===== src/protobuf_wire_stream_parser_unit_defines.svh =====
`ifndef PROTOBUF_WIRE_STREAM_PARSER_UNIT_DEFINES_SVH
`define PROTOBUF_WIRE_STREAM_PARSER_UNIT_DEFINES_SVH

// same-cycle implication, clocked on clock, off during reset
`define PWSP_ASSERT_NOW(label, ante, cons, msg) \
   label: assert property (@(posedge clock) disable iff (reset) (ante) |-> (cons)) \
      else $error(msg);

// next-cycle implication, clocked on clock, off during reset
`define PWSP_ASSERT_NEXT(label, ante, cons, msg) \
   label: assert property (@(posedge clock) disable iff (reset) (ante) |=> (cons)) \
      else $error(msg);

`endif


===== src/pwsp_pkg.sv =====
`timescale 1ns / 1ps

package pwsp_pkg;

   localparam int VALUE_W     = 64;
   localparam int FIELD_W     = 32;
   localparam int VARINT_BITS = 7;
   localparam int VARINT_MAX  = (VALUE_W + VARINT_BITS - 1) / VARINT_BITS;
   localparam int VIDX_W      = $clog2(VARINT_MAX);
   localparam logic [VIDX_W-1:0] VIDX_LAST = VIDX_W'(VARINT_MAX - 1);

   localparam int QUEUE_DEPTH = 4;
   localparam int QUEUE_PTR_W = $clog2(QUEUE_DEPTH);
   localparam int QUEUE_CNT_W = $clog2(QUEUE_DEPTH + 1);

   localparam logic [2:0] EV_VARINT  = 3'd0;
   localparam logic [2:0] EV_LENGTH  = 3'd1;
   localparam logic [2:0] EV_PAYLOAD = 3'd2;
   localparam logic [2:0] EV_END     = 3'd3;
   localparam logic [2:0] EV_ERROR   = 3'd4;

   localparam logic [2:0] ERR_NONE       = 3'd0;
   localparam logic [2:0] ERR_TRUNCATED  = 3'd1;
   localparam logic [2:0] ERR_VARINT_LONG = 3'd2;
   localparam logic [2:0] ERR_FIELD_ZERO = 3'd3;
   localparam logic [2:0] ERR_WIRE_TYPE  = 3'd4;

   localparam logic [2:0] WT_VARINT  = 3'd0;
   localparam logic [2:0] WT_FIXED64 = 3'd1;
   localparam logic [2:0] WT_LENGTH  = 3'd2;
   localparam logic [2:0] WT_FIXED32 = 3'd5;

   localparam logic [VALUE_W-1:0] FIXED64_BYTES = VALUE_W'(8);
   localparam logic [VALUE_W-1:0] FIXED32_BYTES = VALUE_W'(4);

   typedef enum logic [2:0] {
      PH_TAG,
      PH_VAL,
      PH_LEN,
      PH_PAY,
      PH_ERR
   } phase_type;

   typedef struct packed {
      logic [7:0] data_byte;
      logic       final_byte;
   } req_type;

   typedef struct packed {
      logic [2:0]         event_kind;
      logic [FIELD_W-1:0] field_number;
      logic [2:0]         wire_type;
      logic [VALUE_W-1:0] field_value;
      logic [7:0]         payload_byte;
      logic [2:0]         error_code;
      logic               run_last;
   } rsp_type;

   // one parsed byte: an optional data/error event, then an optional buffer end
   typedef struct packed {
      logic    prim_valid;
      rsp_type prim;
      logic    end_valid;
   } entry_type;

endpackage


===== src/protobuf_wire_stream_parser_unit.sv =====
`timescale 1ns / 1ps
// Channel    Ports                                  Moves
// request    req_push, req_full, req_item           one buffer byte and its last-byte flag
// response   rsp_pop, rsp_empty, rsp_item           one parse event
//
// A byte is taken every cycle while the 4-entry event queue has room.
// A byte yields at most two events (data or error, then buffer end); the output
// register hands out one event per cycle while rsp_pop takes each one.
// First event of a byte passes the queue, then the output register, to reach rsp_item.
// Reset is synchronous and clears parse state, queue pointers and output valid at once.
// req_full follows the queue only; rsp_pop stalls the output register alone.

module protobuf_wire_stream_parser_unit (
   input  logic              clock,
   input  logic              reset,
   input  logic              req_push,
   output logic              req_full,
   input  pwsp_pkg::req_type req_item,
   input  logic              rsp_pop,
   output logic              rsp_empty,
   output pwsp_pkg::rsp_type rsp_item
);
   import pwsp_pkg::*;

   logic      q_full;
   logic      q_push;
   entry_type q_entry;
   logic      q_empty;
   logic      q_pop;
   entry_type q_head;

   assign req_full = q_full;

   pwsp_front u_front (
      .clock    (clock),
      .reset    (reset),
      .req_push (req_push),
      .req_item (req_item),
      .q_full   (q_full),
      .q_push   (q_push),
      .q_entry  (q_entry)
   );

   pwsp_queue u_queue (
      .clock      (clock),
      .reset      (reset),
      .push       (q_push),
      .push_entry (q_entry),
      .full       (q_full),
      .pop        (q_pop),
      .empty      (q_empty),
      .head       (q_head)
   );

   pwsp_back u_back (
      .clock     (clock),
      .reset     (reset),
      .q_empty   (q_empty),
      .q_head    (q_head),
      .q_pop     (q_pop),
      .rsp_pop   (rsp_pop),
      .rsp_empty (rsp_empty),
      .rsp_item  (rsp_item)
   );

endmodule


===== src/pwsp_front.sv =====
`timescale 1ns / 1ps

module pwsp_front (
   input  logic                clock,
   input  logic                reset,
   input  logic                req_push,
   input  pwsp_pkg::req_type   req_item,
   input  logic                q_full,
   output logic                q_push,
   output pwsp_pkg::entry_type q_entry
);
   import pwsp_pkg::*;

   phase_type           phase_ff, phase_in;
   logic [VALUE_W-1:0]  accum_ff, accum_in;
   logic [VIDX_W-1:0]   vidx_ff, vidx_in;
   logic [FIELD_W-1:0]  field_ff, field_in;
   logic [2:0]          wt_ff, wt_in;
   logic [VALUE_W-1:0]  remain_ff, remain_in;

   logic                accept;
   logic [6:0]          shamt;
   logic [VALUE_W-1:0]  acc_new;
   logic                cont;
   logic                too_long;
   logic [2:0]          err;
   logic                mid;
   logic                err_phase;
   logic                prim_valid;
   rsp_type             prim;

   assign accept   = req_push && !q_full;
   assign cont     = req_item.data_byte[7];
   assign too_long = cont && (vidx_ff == VIDX_LAST);
   assign shamt    = 7'({3'd0, vidx_ff} * 7'd7);
   assign acc_new  = accum_ff | ({{(VALUE_W-7){1'b0}}, req_item.data_byte[6:0]} << shamt);

   always_ff @(posedge clock) begin
      if (reset) begin
         phase_ff  <= PH_TAG;
         accum_ff  <= '0;
         vidx_ff   <= '0;
         field_ff  <= '0;
         wt_ff     <= '0;
         remain_ff <= '0;
      end else if (accept) begin
         phase_ff  <= phase_in;
         accum_ff  <= accum_in;
         vidx_ff   <= vidx_in;
         field_ff  <= field_in;
         wt_ff     <= wt_in;
         remain_ff <= remain_in;
      end
   end

   always_comb begin
      phase_in   = phase_ff;
      accum_in   = accum_ff;
      vidx_in    = vidx_ff;
      field_in   = field_ff;
      wt_in      = wt_ff;
      remain_in  = remain_ff;
      err        = ERR_NONE;
      mid        = 1'b0;
      err_phase  = 1'b0;
      prim_valid = 1'b0;
      prim       = '0;

      unique case (phase_ff)
         PH_TAG: begin
            if (cont) begin
               if (too_long) begin
                  err = ERR_VARINT_LONG;
               end else begin
                  mid      = 1'b1;
                  accum_in = acc_new;
                  vidx_in  = vidx_ff + 1'b1;
               end
            end else begin
               accum_in = '0;
               vidx_in  = '0;
               field_in = acc_new[FIELD_W+2:3];
               wt_in    = acc_new[2:0];
               if (acc_new[FIELD_W+2:3] == '0) begin
                  err = ERR_FIELD_ZERO;
               end else begin
                  unique case (acc_new[2:0])
                     WT_VARINT: phase_in = PH_VAL;
                     WT_FIXED64: begin
                        phase_in  = PH_PAY;
                        remain_in = FIXED64_BYTES;
                     end
                     WT_LENGTH: phase_in = PH_LEN;
                     WT_FIXED32: begin
                        phase_in  = PH_PAY;
                        remain_in = FIXED32_BYTES;
                     end
                     default: err = ERR_WIRE_TYPE;
                  endcase
               end
            end
         end
         PH_VAL, PH_LEN: begin
            if (cont) begin
               if (too_long) begin
                  err = ERR_VARINT_LONG;
               end else begin
                  mid      = 1'b1;
                  accum_in = acc_new;
                  vidx_in  = vidx_ff + 1'b1;
               end
            end else begin
               accum_in          = '0;
               vidx_in           = '0;
               prim_valid        = 1'b1;
               prim.field_number = field_ff;
               prim.wire_type    = wt_ff;
               prim.field_value  = acc_new;
               if (phase_ff == PH_VAL) begin
                  prim.event_kind = EV_VARINT;
                  phase_in        = PH_TAG;
               end else begin
                  prim.event_kind = EV_LENGTH;
                  if (acc_new == '0) begin
                     phase_in = PH_TAG;
                  end else begin
                     phase_in  = PH_PAY;
                     remain_in = acc_new;
                  end
               end
            end
         end
         PH_PAY: begin
            prim_valid        = 1'b1;
            prim.event_kind   = EV_PAYLOAD;
            prim.field_number = field_ff;
            prim.wire_type    = wt_ff;
            prim.payload_byte = req_item.data_byte;
            remain_in         = remain_ff - 1'b1;
            if (remain_ff == VALUE_W'(1)) begin
               phase_in = PH_TAG;
            end
         end
         PH_ERR: err_phase = 1'b1;
         default: err_phase = 1'b1;
      endcase

      if (!err_phase && err == ERR_NONE && req_item.final_byte &&
          (phase_in != PH_TAG || mid)) begin
         err = ERR_TRUNCATED;
      end

      if (err != ERR_NONE) begin
         prim_valid        = 1'b1;
         prim              = '0;
         prim.event_kind   = EV_ERROR;
         prim.field_number = field_in;
         prim.wire_type    = wt_in;
         prim.error_code   = err;
         phase_in          = PH_ERR;
      end else if (!err_phase && phase_in == PH_TAG && !mid) begin
         field_in = '0;
         wt_in    = '0;
      end

      prim.run_last = !req_item.final_byte;

      if (req_item.final_byte) begin
         phase_in  = PH_TAG;
         accum_in  = '0;
         vidx_in   = '0;
         field_in  = '0;
         wt_in     = '0;
         remain_in = '0;
      end
   end

   assign q_push            = accept && (prim_valid || req_item.final_byte);
   assign q_entry.prim_valid = prim_valid;
   assign q_entry.prim       = prim;
   assign q_entry.end_valid  = req_item.final_byte;

endmodule


===== src/pwsp_queue.sv =====
`timescale 1ns / 1ps

module pwsp_queue (
   input  logic                clock,
   input  logic                reset,
   input  logic                push,
   input  pwsp_pkg::entry_type push_entry,
   output logic                full,
   input  logic                pop,
   output logic                empty,
   output pwsp_pkg::entry_type head
);
   import pwsp_pkg::*;

   entry_type               slot_ff [QUEUE_DEPTH];
   logic [QUEUE_PTR_W-1:0]  wr_ptr_ff, wr_ptr_in;
   logic [QUEUE_PTR_W-1:0]  rd_ptr_ff, rd_ptr_in;
   logic [QUEUE_CNT_W-1:0]  count_ff, count_in;
   logic                    wr;
   logic                    rd;

   assign full  = (count_ff == QUEUE_CNT_W'(QUEUE_DEPTH));
   assign empty = (count_ff == '0);
   assign wr    = push && !full;
   assign rd    = pop && !empty;
   assign head  = slot_ff[rd_ptr_ff];

   always_comb begin
      wr_ptr_in = wr ? QUEUE_PTR_W'(wr_ptr_ff + 1'b1) : wr_ptr_ff;
      rd_ptr_in = rd ? QUEUE_PTR_W'(rd_ptr_ff + 1'b1) : rd_ptr_ff;
      count_in  = count_ff;
      if (wr && !rd) begin
         count_in = count_ff + 1'b1;
      end else if (rd && !wr) begin
         count_in = count_ff - 1'b1;
      end
   end

   always_ff @(posedge clock) begin
      if (reset) begin
         wr_ptr_ff <= '0;
         rd_ptr_ff <= '0;
         count_ff  <= '0;
      end else begin
         wr_ptr_ff <= wr_ptr_in;
         rd_ptr_ff <= rd_ptr_in;
         count_ff  <= count_in;
      end
   end

   always_ff @(posedge clock) begin
      if (wr) begin
         slot_ff[wr_ptr_ff] <= push_entry;
      end
   end

endmodule


===== src/pwsp_back.sv =====
`timescale 1ns / 1ps
`include "protobuf_wire_stream_parser_unit_defines.svh"

module pwsp_back (
   input  logic                clock,
   input  logic                reset,
   input  logic                q_empty,
   input  pwsp_pkg::entry_type q_head,
   output logic                q_pop,
   input  logic                rsp_pop,
   output logic                rsp_empty,
   output pwsp_pkg::rsp_type   rsp_item
);
   import pwsp_pkg::*;

   logic    out_valid_ff, out_valid_in;
   rsp_type out_ff, out_in;
   logic    half_ff, half_in;
   logic    load;
   rsp_type end_rsp;

   always_comb begin
      end_rsp            = '0;
      end_rsp.event_kind = EV_END;
      end_rsp.run_last   = 1'b1;
   end

   assign load = !out_valid_ff || rsp_pop;

   always_comb begin
      out_valid_in = out_valid_ff;
      out_in       = out_ff;
      half_in      = half_ff;
      q_pop        = 1'b0;
      if (load) begin
         if (!q_empty) begin
            out_valid_in = 1'b1;
            if (q_head.prim_valid && !half_ff) begin
               out_in = q_head.prim;
               if (q_head.end_valid) begin
                  half_in = 1'b1;
               end else begin
                  q_pop = 1'b1;
               end
            end else begin
               out_in  = end_rsp;
               half_in = 1'b0;
               q_pop   = 1'b1;
            end
         end else begin
            out_valid_in = 1'b0;
         end
      end
   end

   always_ff @(posedge clock) begin
      if (reset) begin
         out_valid_ff <= 1'b0;
         half_ff      <= 1'b0;
      end else begin
         out_valid_ff <= out_valid_in;
         half_ff      <= half_in;
      end
   end

   always_ff @(posedge clock) begin
      out_ff <= out_in;
   end

   assign rsp_empty = !out_valid_ff;
   assign rsp_item  = out_ff;

   `PWSP_ASSERT_NOW(a_half_head, half_ff, !q_empty && q_head.prim_valid && q_head.end_valid, "split entry lost its head")
   `PWSP_ASSERT_NOW(a_end_last, out_valid_ff && out_ff.event_kind == EV_END, out_ff.run_last, "buffer end not marked last")
   `PWSP_ASSERT_NEXT(a_end_follows, out_valid_ff && rsp_pop && !out_ff.run_last, out_valid_ff && out_ff.event_kind == EV_END, "buffer end did not follow")

endmodule


===== config.mk =====
export PLATFORM = sky130hd
export DESIGN_NAME = protobuf_wire_stream_parser_unit
export DESIGN_NICKNAME = d
export VERILOG_FILES = /design/src/pwsp_pkg.sv /design/src/protobuf_wire_stream_parser_unit.sv /design/src/pwsp_front.sv /design/src/pwsp_queue.sv /design/src/pwsp_back.sv
export VERILOG_INCLUDE_DIRS = /design/src /design/src/src
export SDC_FILE = /design/constraint.sdc
export NUM_CORES = 1
export LEC_CHECK = 0
export BUFFER_PORTS_ARGS = -buffer_cell sky130_fd_sc_hd__buf_4
export CORE_MARGIN = 2
export CORE_UTILIZATION = 40
export DETAILED_ROUTE_END_ITERATION = 6
export HOLD_SLACK_MARGIN = 0.06
export PLACE_DENSITY = 0.59
export SETUP_SLACK_MARGIN = 0.5
export SYNTH_ARGS = -nofsm -noshare
export SYNTH_HDL_FRONTEND = slang
export SYNTH_SLANG_ARGS = --single-unit

===== constraint.sdc =====
create_clock -name clock -period 16.2 [get_ports clock]
set_clock_uncertainty 0.1 [all_clocks]
set_input_delay 0.81 -clock clock [delete_from_list [all_inputs] [get_ports clock]]
set_output_delay 0.81 -clock clock [all_outputs]
set_load 0.03 [all_outputs]

==> results of run 1 <==
cell type report:
class	instances	area (sq um)	area share, %
clock buffer	102	2220	6.06
sequential	759	21000	57.2
multi-input combinational	1287	10100	27.4
clock inverter	49	593	1.62
inverter	54	203	0.552
tap	1050	1310	3.58
timing repair buffer	172	1300	3.55
antenna	1	2.50	0.00682
stage by stage:
| step | util (%) | hold WS [ns] | power (mW) |
|---|---|---|---|
| 2_1_floorplan | - | 0.337 | 3.67 |
| 3_3_place_gp | 42.9 | 0.350 | 4.20 |
| 3_5_place_dp | 42.9 | 0.357 | 4.21 |
| 4_1_cts | 46.4 | 0.370 | 6.15 |
| 5_1_grt | 46.4 | 0.399 | 6.33 |
| 6_report | 46.4 | 0.370 | 6.07 |
sequential cells by signal, indices dropped and copies added, names as in the netlist, 3 cells and up, named ones only:
name,count
u_back.rsp_item,114
u_front.accum_ff,64
u_front.field_ff,32
u_front.phase_ff,3
u_front.remain_ff,64
u_front.vidx_ff,4
u_front.wt_ff,3
u_queue.count_ff,3
u_queue.slot_ff,464
worst register-to-register path, delay by kind of cell, from the launching register on:
kind / cells / cell delay [ns]
and+or+nand+nor: 5 / 2.31
AOI/OAI and AO/OA: 2 / 1.32
buffers and inverters: 2 / 1.23
DFF: 1 / 0.31
worst paths after layout:
| path | from | to | depth (start not counted) |
|---|---|---|---|
| worst max-delay path | u_front.vidx_ff[0]$_SDFFE_PP0P_ | u_queue.slot_ff[3][21]$_DFFE_PP_ | 9 |
| worst min-delay path | u_front.accum_ff[59]$_SDFFE_PP0P_ | u_front.accum_ff[59]$_SDFFE_PP0P_ | 2 |
| worst max register to register | u_front.vidx_ff[0]$_SDFFE_PP0P_ | u_queue.slot_ff[3][21]$_DFFE_PP_ | 9 |
| worst min register to register | u_front.accum_ff[59]$_SDFFE_PP0P_ | u_front.accum_ff[59]$_SDFFE_PP0P_ | 2 |
power by group through the flow:
| stage | Sequential, mW | Combinational [mW] | Clock, mW |
|---|---|---|---|
| 2_1_floorplan | 2.89 | 0.779 | 0 |
| 3_3_place_gp | 2.60 | 1.60 | 0 |
| 3_5_place_dp | 2.61 | 1.60 | 0 |
| 4_1_cts | 2.57 | 1.61 | 1.97 |
| 5_1_grt | 2.59 | 1.69 | 2.05 |
| 6_report | 2.56 | 1.58 | 1.93 |
cell families after synthesis:
group | Yosys count | synth area share, %
flops | 759 | 65.8
xor+xnor | 61 | 1.67
simple gates | 658 | 11.8
compound gates | 439 | 9.02
buf+inv | 240 | 3.04
mux | 119 | 8.25
fa+ha+maj | 10 | 0.416
layer usage:
layer / share of wire, % / global-route usage (%)
met1: 42 / 28.9
met2: 47 / 33.4
met3: 7.6 / 4.33
met4: 3.0 / 6.81
met5: 0.015 / 0
cells in the final DEF, fill, tap and decap left out, types with 10 or more instances in the layout:
| cell type | Yosys | routed |
|---|---|---|
| sky130_fd_sc_hd__a21oi_1 | 125 | 124 |
| sky130_fd_sc_hd__a31o_2 | 48 | 48 |
| sky130_fd_sc_hd__a31oi_1 | 49 | 49 |
| sky130_fd_sc_hd__buf_4 | 3 | 171 |
| sky130_fd_sc_hd__bufinv_16 | 0 | 10 |
| sky130_fd_sc_hd__clkbuf_1 | 137 | 15 |
| sky130_fd_sc_hd__clkbuf_16 | 0 | 86 |
| sky130_fd_sc_hd__clkinv_2 | 0 | 19 |
| sky130_fd_sc_hd__dfxtp_1 | 181 | 179 |
| sky130_fd_sc_hd__edfxtp_1 | 578 | 578 |
| sky130_fd_sc_hd__inv_1 | 51 | 51 |
| sky130_fd_sc_hd__mux4_2 | 115 | 115 |
| sky130_fd_sc_hd__nand2_1 | 80 | 77 |
| sky130_fd_sc_hd__nand3_1 | 19 | 16 |
| sky130_fd_sc_hd__nand4_1 | 58 | 58 |
| sky130_fd_sc_hd__nor2_1 | 167 | 166 |
| sky130_fd_sc_hd__nor2b_1 | 124 | 123 |
| sky130_fd_sc_hd__nor3_1 | 27 | 26 |
| sky130_fd_sc_hd__nor4_1 | 67 | 66 |
| sky130_fd_sc_hd__nor4_2 | 33 | 34 |
| sky130_fd_sc_hd__o21ai_0 | 79 | 79 |
| sky130_fd_sc_hd__o22ai_1 | 45 | 45 |
| sky130_fd_sc_hd__o31ai_1 | 18 | 17 |
| sky130_fd_sc_hd__o32a_1 | 28 | 28 |
| sky130_fd_sc_hd__xnor2_1 | 47 | 47 |
| sky130_fd_sc_hd__xor2_1 | 14 | 14 |
==> PnR_summary.wiki, run 1 <==
{| class="wikitable"
! Metric !! Value
|-
| Top cell type's share of synthesized area || 54.4%
|-
| Fin nets || 2379
|-
| Worst setup timing slack at the placement stage || 10.24 ns
|-
| Maximum level of the CTS H-tree || 3
|-
| Number of nets still failing antenna checks after routing || 0
|-
| Final Hold Fails || 0
|-
| Ranking of synthesized cells by instance count || sky130_fd_sc_hd__edfxtp_1 (578), sky130_fd_sc_hd__dfxtp_1 (181), sky130_fd_sc_hd__nor2_1 (167), sky130_fd_sc_hd__clkbuf_1 (137), sky130_fd_sc_hd__a21oi_1 (125)
|-
| Initial cell density of the core || 40.4%
|-
| Pwr per Cell Area || 166 nW/um^2
|-
| Worst Tran Pin Value || 1.22 ns
|-
| Post-detailed-routing wire length || 86.8 mm
|-
| Non-filler cells, final || 3474
|-
| Switching Power || 1.92 mW
|-
| Final Critical Period || 5.76 ns
|-
| Static power due to leakage || 11.8 nW
|-
| Crit. End Element || register
|-
| Critical-path maximum fanout || 63
|-
| Total overflow reported by the global router || 0
|-
| Detailed-router iteration count before antenna repair || 6
|-
| Share of layout cells above drive strength 1 || 22.6%
|-
| Internal portion of total power || 4.15 mW
|-
| Number of flops mapped to enable cells by yosys || 578
|-
| RSZ-0062 raised after global routing || no
|-
| Warning count from the yosys run || 0
|-
| Share of the yosys chip area belonging to registers || 65.8%
|-
| Worst path required time || 16.35 ns
|-
| Cell type of the slowest stage on the worst timing path || sky130_fd_sc_hd__and2_4
|-
| Main flop type after synthesis || sky130_fd_sc_hd__edfxtp_1
|-
| Total number of placement rows || 103
|-
| Sequential power share || 42.2%
|-
| Post-CTS Setup Repair Bufs || 0
|-
| Total negative setup slack || 0 ns
|-
| Final number of setup-violating endpoints || 0
|-
| Category of the most critical setup path || reg -> reg
|-
| Syn Area/Cell || 14.0 sq um
|-
| Average wire per standard cell || 25.0 um
|-
| FMAX || 0.174 GHz
|-
| Vias in the first global route || 20300
|-
| Synthesized area || 31900 sq um
|-
| Biggest cell delay along the critical path || 0.94 ns
|-
| Non-Filler Cell Area, Final || 36700 sq um
|-
| Count of distinct cell types in the synthesized netlist || 77
|-
| Buf/Inv on CP || 2
|-
| Combinational cell fraction of total power || 26.1%
|-
| Global-route usage over all layers || 21.0%
|-
| Period utilisation layout || 35.5%
|-
| Filler cell count in the final layout || 6947
|-
| Post-Synthesis Cells || 2286
|-
| Sw frac || 31.7%
|-
| Worst hold-check path type || reg -> reg
|-
| Full die area || 82000 sq um
|-
| Most used cell, CP || sky130_fd_sc_hd__buf_4
|-
| Initial antenna violation count || 3
|-
| Share of synthesized registers carrying an async set or reset || 0%
|-
| Number of buffers between clock root and the deepest sink || 3
|-
| Peak supply drop || 0.0772 mV
|-
| Detailed-route vias per instance || 5.85
|-
| Max-slew violation total from the final report || 0
|-
| Startpoint type of the worst setup path || register
|-
| Synth Register Bits || 759
|-
| Global-route wire length before repair || 130 mm
|-
| Clock share of power || 31.8%
|-
| Setup slack, reg-to-reg || 10.44 ns
|-
| DP HPWL || 54.1 mm
|-
| Post-synthesis net count || 2309
|-
| Boundary pin count || 129
|-
| IO Port Bufs || 128
|-
| Placeable core region || 79000 sq um
|-
| Initial DRC Count || 2091
|-
| Die X-Extent || 286 um
|-
| Number of buffers added by the clock tree synthesis step || 82
|-
| Post-synth top area cell || sky130_fd_sc_hd__edfxtp_1
|-
| Maximum number of pins on one net before global-route repair || 85
|-
| Standard cell area after detailed placement || 33900 sq um
|-
| Number of placed cells counting well taps || 3322
|-
| Gate family responsible for the most delay along the worst path || simple AND/OR/NAND/NOR gates
|-
| Critical-path cell list || buf_4, nor2b_1, a21oi_1, nand4_1, nor4_4, and3_1, o41a_1, and2_4, buf_4
|-
| Post-CTS resize count || 0
|-
| Clock Tree Root || sky130_fd_sc_hd__clkbuf_16
|-
| Synthesis-to-finish area growth || 15.0%
|-
| Hold-fix buffers at CTS || 0
|-
| Main area contributors after synthesis || sky130_fd_sc_hd__edfxtp_1 (54%), sky130_fd_sc_hd__dfxtp_1 (11%), sky130_fd_sc_hd__mux4_2 (8.1%), sky130_fd_sc_hd__nor2b_1 (2.4%), sky130_fd_sc_hd__nor2_1 (2.0%)
|-
| Reported max-cap violation count || 0
|-
| Number of sinks on the clock net || 759
|-
| Outcome || completed
|-
| Final weighted congestion in routability-driven placement || 0.944
|-
| Remaining DRCs || 0
|-
| Headroom to the max-slew limit || 18.3%
|-
| Clock-pin slew of the registers on the worst-case setup and hold paths || 0.06 ns
|-
| Die outline height || 286 um
|-
| Most instantiated library cell after synthesis || sky130_fd_sc_hd__edfxtp_1
|-
| Critical path data arrival time || 5.90 ns
|-
| Vias || 20300
|-
| Final worst slack || 10.44 ns
|-
| Clk Latency, worst-skew pair || 0.64 ns
|-
| CTS tree || built
|}
(Power assumes the default switching activity.)
==> inputs of run 2 (changes only) <==
ABC_AREA = 1   (was default)
PLACE_DENSITY = 0.61   (was 0.59)
clock period = 5.2 ns   (was 16.2 ns; I/O delays follow)
==> PnR_summary.wiki, run 2 <==
{| class="wikitable"
! Metric !! Value
|-
| Largest Register || u_queue.slot_ff (unchanged)
|-
| Final Hold Fails || 0 (unchanged)
|-
| Headroom to the max-slew limit || -0.334% (was 18.3%)
|-
| Static power due to leakage || 13.9 nW (was 11.8 nW)
|-
| Number of sinks on the clock net || 759 (unchanged)
|-
| Hold-critical path endpoint || u_front.accum_ff[23]$_SDFFE_PP0P_ (was u_front.accum_ff[59]$_SDFFE_PP0P_)
|-
| Post-synthesis simple-gate area fraction || 19.0% (was 11.8%)
|-
| Final worst slack || 0.970 ns (was 10.44 ns)
|-
| Internal portion of total power || 12.9 mW (was 4.15 mW)
|-
| Pwr per Cell Area || 527 nW/um^2 (was 166 nW/um^2)
|-
| Category of the most critical setup path || reg -> reg (unchanged)
|-
| Initial cell density of the core || 40.5% (was 40.4%)
|-
| Reported max-cap violation count || 1 (was 0)
|-
| Global-route wire length before repair || 145 mm (was 130 mm)
|-
| Clk Latency, worst-skew pair || 0.63 ns (was 0.64 ns)
|-
| Share of the yosys chip area belonging to registers || 62.8% (was 65.8%)
|-
| FMAX || 0.236 GHz (was 0.174 GHz)
|-
| Filler cell count in the final layout || 7637 (was 6947)
|-
| Full die area || 85800 sq um (was 82000 sq um)
|-
| Commonest non-fill, non-tap cell in the layout || sky130_fd_sc_hd__nor2_1 (was sky130_fd_sc_hd__edfxtp_1)
|-
| Commonest cells after routing, fill and taps aside || sky130_fd_sc_hd__nor2_1 (721), sky130_fd_sc_hd__edfxtp_1 (578), sky130_fd_sc_hd__nand2_1 (467) (was sky130_fd_sc_hd__edfxtp_1 (578), sky130_fd_sc_hd__dfxtp_1 (179), sky130_fd_sc_hd__buf_4 (171))
|-
| Number of flops mapped to enable cells by yosys || 578 (unchanged)
|-
| Sequential power share || 39.6% (was 42.2%)
|-
| Die X-Extent || 293 um (was 286 um)
|-
| Switching Power || 7.28 mW (was 1.92 mW)
|-
| Post-detailed-routing wire length || 96.7 mm (was 86.8 mm)
|-
| Maximum number of pins on one net before global-route repair || 125 (was 85)
|-
| Final Hold Slack || 0.355 ns (was 0.370 ns)
|-
| Setup slack, reg-to-reg || 0.97 ns (was 10.44 ns)
|-
| Max-slew violation total from the final report || 1 (was 0)
|-
| Startpoint type of the worst setup path || register (unchanged)
|-
| Initial antenna violation count || 2 (was 3)
|-
| Final weighted congestion in routability-driven placement || 0.955 (was 0.944)
|-
| Reg2Reg Capture Point || u_queue.count_ff[1]$_SDFFE_PP0P_ (was u_queue.slot_ff[3][21]$_DFFE_PP_)
|-
| Final core occ || 46.5% (was 46.4%)
|-
| IO Port Bufs || 128 (unchanged)
|-
| Outcome || finished with violations (was completed)
|-
| Clock Tree Root || sky130_fd_sc_hd__clkbuf_16 (unchanged)
|-
| Syn Area/Cell || 9.69 sq um (was 14.0 sq um)
|-
| Detailed-route vias per instance || 5.37 (was 5.85)
|-
| CTS tree || built (unchanged)
|-
| Remaining DRCs || 0 (unchanged)
|-
| Number of nets still failing antenna checks after routing || 0 (unchanged)
|-
| Peak supply drop || 0.378 mV (was 0.0772 mV)
|-
| Number of buffers added by the clock tree synthesis step || 78 (was 82)
|-
| Critical-path maximum fanout || 14 (was 63)
|-
| Average wire per standard cell || 20.8 um (was 25.0 um)
|-
| Largest register FFs || 464 (unchanged)
|-
| Period utilisation layout || 81.3% (was 35.5%)
|-
| Total overflow reported by the global router || 0 (unchanged)
|-
| Initial DRC Count || 2444 (was 2091)
|-
| Area share of xor/xnor cells in the synthesized design || 0.551% (was 1.67%)
|-
| Most instantiated library cell after synthesis || sky130_fd_sc_hd__nor2_1 (was sky130_fd_sc_hd__edfxtp_1)
|-
| Placeable core region || 82400 sq um (was 79000 sq um)
|-
| Combinational cell fraction of total power || 31.6% (was 26.1%)
|-
| Post-Synthesis Cells || 3446 (was 2286)
|-
| Fin nets || 3544 (was 2379)
|-
| Mux cell area share after synthesis || 0.270% (was 8.25%)
|-
| Fraction of the mapped netlist area in compound gates || 11.8% (was 9.02%)
|-
| Critical path data arrival time || 4.64 ns (was 5.90 ns)
|-
| Source of the worst register-to-register timing path || u_front.vidx_ff[0]$_SDFFE_PP0P_ (unchanged)
|-
| Maximum level of the CTS H-tree || 3 (unchanged)
|-
| Worst R2R Path Depth || 17 (was 9)
|-
| Vias in the first global route || 23500 (was 20300)
|-
| Ranking of synthesized cells by instance count || sky130_fd_sc_hd__nor2_1 (727), sky130_fd_sc_hd__edfxtp_1 (578), sky130_fd_sc_hd__nand2_1 (467), sky130_fd_sc_hd__o21ai_0 (313), sky130_fd_sc_hd__a21oi_1 (279) (was sky130_fd_sc_hd__edfxtp_1 (578), sky130_fd_sc_hd__dfxtp_1 (181), sky130_fd_sc_hd__nor2_1 (167), sky130_fd_sc_hd__clkbuf_1 (137), sky130_fd_sc_hd__a21oi_1 (125))
|-
| Synthesis-to-finish area growth || 14.8% (was 15.0%)
|-
| Share of synthesized registers carrying an async set or reset || 0% (unchanged)
|-
| Main area contributors after synthesis || sky130_fd_sc_hd__edfxtp_1 (52%), sky130_fd_sc_hd__dfxtp_1 (11%), sky130_fd_sc_hd__nor2_1 (8.2%), sky130_fd_sc_hd__nand2_1 (5.3%), sky130_fd_sc_hd__o21ai_0 (4.7%) (was sky130_fd_sc_hd__edfxtp_1 (54%), sky130_fd_sc_hd__dfxtp_1 (11%), sky130_fd_sc_hd__mux4_2 (8.1%), sky130_fd_sc_hd__nor2b_1 (2.4%), sky130_fd_sc_hd__nor2_1 (2.0%))
|-
| Worst hold-check path type || reg -> reg (unchanged)
|-
| Clock-pin slew of the registers on the worst-case setup and hold paths || 0.06 ns (about the same)
|-
| Post-synthesis net count || 3469 (was 2309)
|-
| RSZ-0062 raised after global routing || no (unchanged)
|-
| Number of cells traversed by the worst hold path || 2 (unchanged)
|-
| Top cell type's share of synthesized area || 52.0% (was 54.4%)
|-
| Antenna Cells || 0 (was 1)
|-
| Final number of setup-violating endpoints || 0 (unchanged)
|-
| Clock share of power || 28.8% (was 31.8%)
|-
| Crit. End Element || register (unchanged)
|-
| Global-route usage over all layers || 22.2% (was 21.0%)
|-
| Count of distinct cell types in the synthesized netlist || 51 (was 77)
|-
| DP HPWL || 60.9 mm (was 54.1 mm)
|-
| Total number of placement rows || 105 (was 103)
|-
| Violated checks || capacitance limit, slew limit
|-
| Synth Area in Adders || 0.397% (was 0.416%)
|-
| Vias || 25000 (was 20300)
|-
| Synth Register Bits || 759 (unchanged)
|-
| Warning count from the yosys run || 0 (unchanged)
|-
| Number of buffers between clock root and the deepest sink || 3 (unchanged)
|-
| Sw frac || 36.0% (was 31.7%)
|-
| Beginning of the worst hold path || u_front.accum_ff[23]$_SDFFE_PP0P_ (was u_front.accum_ff[59]$_SDFFE_PP0P_)
|-
| Boundary pin count || 129 (unchanged)
|-
| Post-CTS Setup Repair Bufs || 0 (unchanged)
|-
| Main flop type after synthesis || sky130_fd_sc_hd__edfxtp_1 (unchanged)
|-
| Worst path required time || 5.61 ns (was 16.35 ns)
|-
| Worst setup timing slack at the placement stage || 0.883 ns (was 10.24 ns)
|-
| Final Critical Period || 4.23 ns (was 5.76 ns)
|-
| Share of layout cells above drive strength 1 || 11.8% (was 22.6%)
|-
| Die outline height || 293 um (was 286 um)
|-
| Worst Tran Pin Value || 1.49 ns (was 1.22 ns)
|-
| Synthesized area || 33400 sq um (was 31900 sq um)
|-
| Combinational family with the most area after synthesis || simple AND/OR/NAND/NOR gates (unchanged)
|-
| Detailed-router iteration count before antenna repair || 6 (unchanged)
|-
| Post-synth top area cell || sky130_fd_sc_hd__edfxtp_1 (unchanged)
|}
run 2: cell count changes in the layout (fill, tap and decap cells not counted), moves of 115 or more:
| cell | change |
|---|---|
| sky130_fd_sc_hd__a21oi_1 | +155 |
| sky130_fd_sc_hd__nand2_1 | +390 |
| sky130_fd_sc_hd__o21ai_0 | +233 |
| sky130_fd_sc_hd__mux4_2 | -115 |
| sky130_fd_sc_hd__nor2b_1 | -123 |
| sky130_fd_sc_hd__inv_1 | +165 |
| sky130_fd_sc_hd__nor2_1 | +555 |
run 2: worst max-delay path by stage:
stage / startpoint / endpoint / slack (ns)
after floorplan: u_front.vidx_ff[0]$_SDFFE_PP0P_ / u_queue.slot_ff[0][0]$_DFFE_PP_ / -0.18
after global placement: u_front.vidx_ff[1]$_SDFFE_PP0P_ / u_queue.count_ff[2]$_SDFFE_PP0P_ / 0.82
after detailed placement: u_front.vidx_ff[1]$_SDFFE_PP0P_ / u_queue.count_ff[1]$_SDFFE_PP0P_ / 0.88
after CTS: u_front.vidx_ff[1]$_SDFFE_PP0P_ / u_queue.count_ff[1]$_SDFFE_PP0P_ / 0.87
after global routing: u_front.vidx_ff[0]$_SDFFE_PP0P_ / u_queue.count_ff[2]$_SDFFE_PP0P_ / 0.65
final: u_front.vidx_ff[0]$_SDFFE_PP0P_ / u_queue.count_ff[1]$_SDFFE_PP0P_ / 0.97
run 2: what timing repair did:
item,4_1_cts,5_1_grt
hold buffers,12,0
resized for setup,0,2
endpoints found under the setup margin,0,4
endpoints found under the hold margin,61,0
run 2: kinds of logic after synthesis:
kind of cell,Yosys count
AND/OR/NAND/NOR,1486
flip-flops,759
AO/OA/AOI/OAI,728
buffers and inverters,434
XOR/XNOR,21
adder cells (fa/ha/maj),10
multiplexers,8
run 2: worst max-delay path, cell delays in order (launching register included):
cell	delay [ns]
sky130_fd_sc_hd__dfxtp_1	0.43
sky130_fd_sc_hd__inv_2	0.30
sky130_fd_sc_hd__nand3_1	0.19
sky130_fd_sc_hd__o21ai_1	0.74
sky130_fd_sc_hd__nor2_1	0.13
sky130_fd_sc_hd__nand4_1	0.12
sky130_fd_sc_hd__nor2_1	0.08
sky130_fd_sc_hd__nand3_1	0.14
sky130_fd_sc_hd__nand3_2	0.11
sky130_fd_sc_hd__inv_2	0.16
sky130_fd_sc_hd__nand3_1	0.12
sky130_fd_sc_hd__nand2_1	0.44
sky130_fd_sc_hd__inv_1	0.09
sky130_fd_sc_hd__ha_1	0.20
sky130_fd_sc_hd__inv_1	0.10
sky130_fd_sc_hd__fa_1	0.42
sky130_fd_sc_hd__o21ai_0	0.16
sky130_fd_sc_hd__a21oi_1	0.06
run 2: metrics by stage:
stage | setup TNS (ns) | power [mW] | cell area (sq um) | std cells
floorplan | -84.75 | 12.2 | 33400 | 3446
global placement | 0 | 14.5 | 35500 | 4499
detailed placement | 0 | 14.6 | 35500 | 4499
CTS | 0 | 20.4 | 38300 | 4655
global route | 0 | 21.2 | 38300 | 4655
finish | 0 | 20.2 | 38300 | 4655
run 2: layout make-up:
| cell class | count | area [sq um] | area share, % |
|---|---|---|---|
| Inverter | 233 | 890 | 2.32 |
| Timing Repair Buffer | 196 | 1700 | 4.44 |
| Multi-Input combinational cell | 2253 | 10700 | 28.0 |
| Clock inverter | 35 | 448 | 1.17 |
| Tap cell | 1070 | 1340 | 3.49 |
| Clock buffer | 109 | 2220 | 5.80 |
| Sequential cell | 759 | 21000 | 54.8 |
run 2: power by group through the flow:
stage               sequential, mW  combinational [mW]  clock, mW
global placement              8.11                6.42          0
CTS                           8.00                6.46       5.91
finish                        7.99                6.39       5.82
detailed placement            8.12                6.44          0
floorplan                     9.06                3.15          0
global route                  8.07                6.95       6.15
run 2: routing by layer:
layer  vias up  share of wire (%)  GRT usage, %
li1      11900                  -             -
met5         -              0.013             0
met4         2                3.9          9.62
met3       169                7.0          4.02
met2       879                 47          35.7
met1     12000                 42          29.5
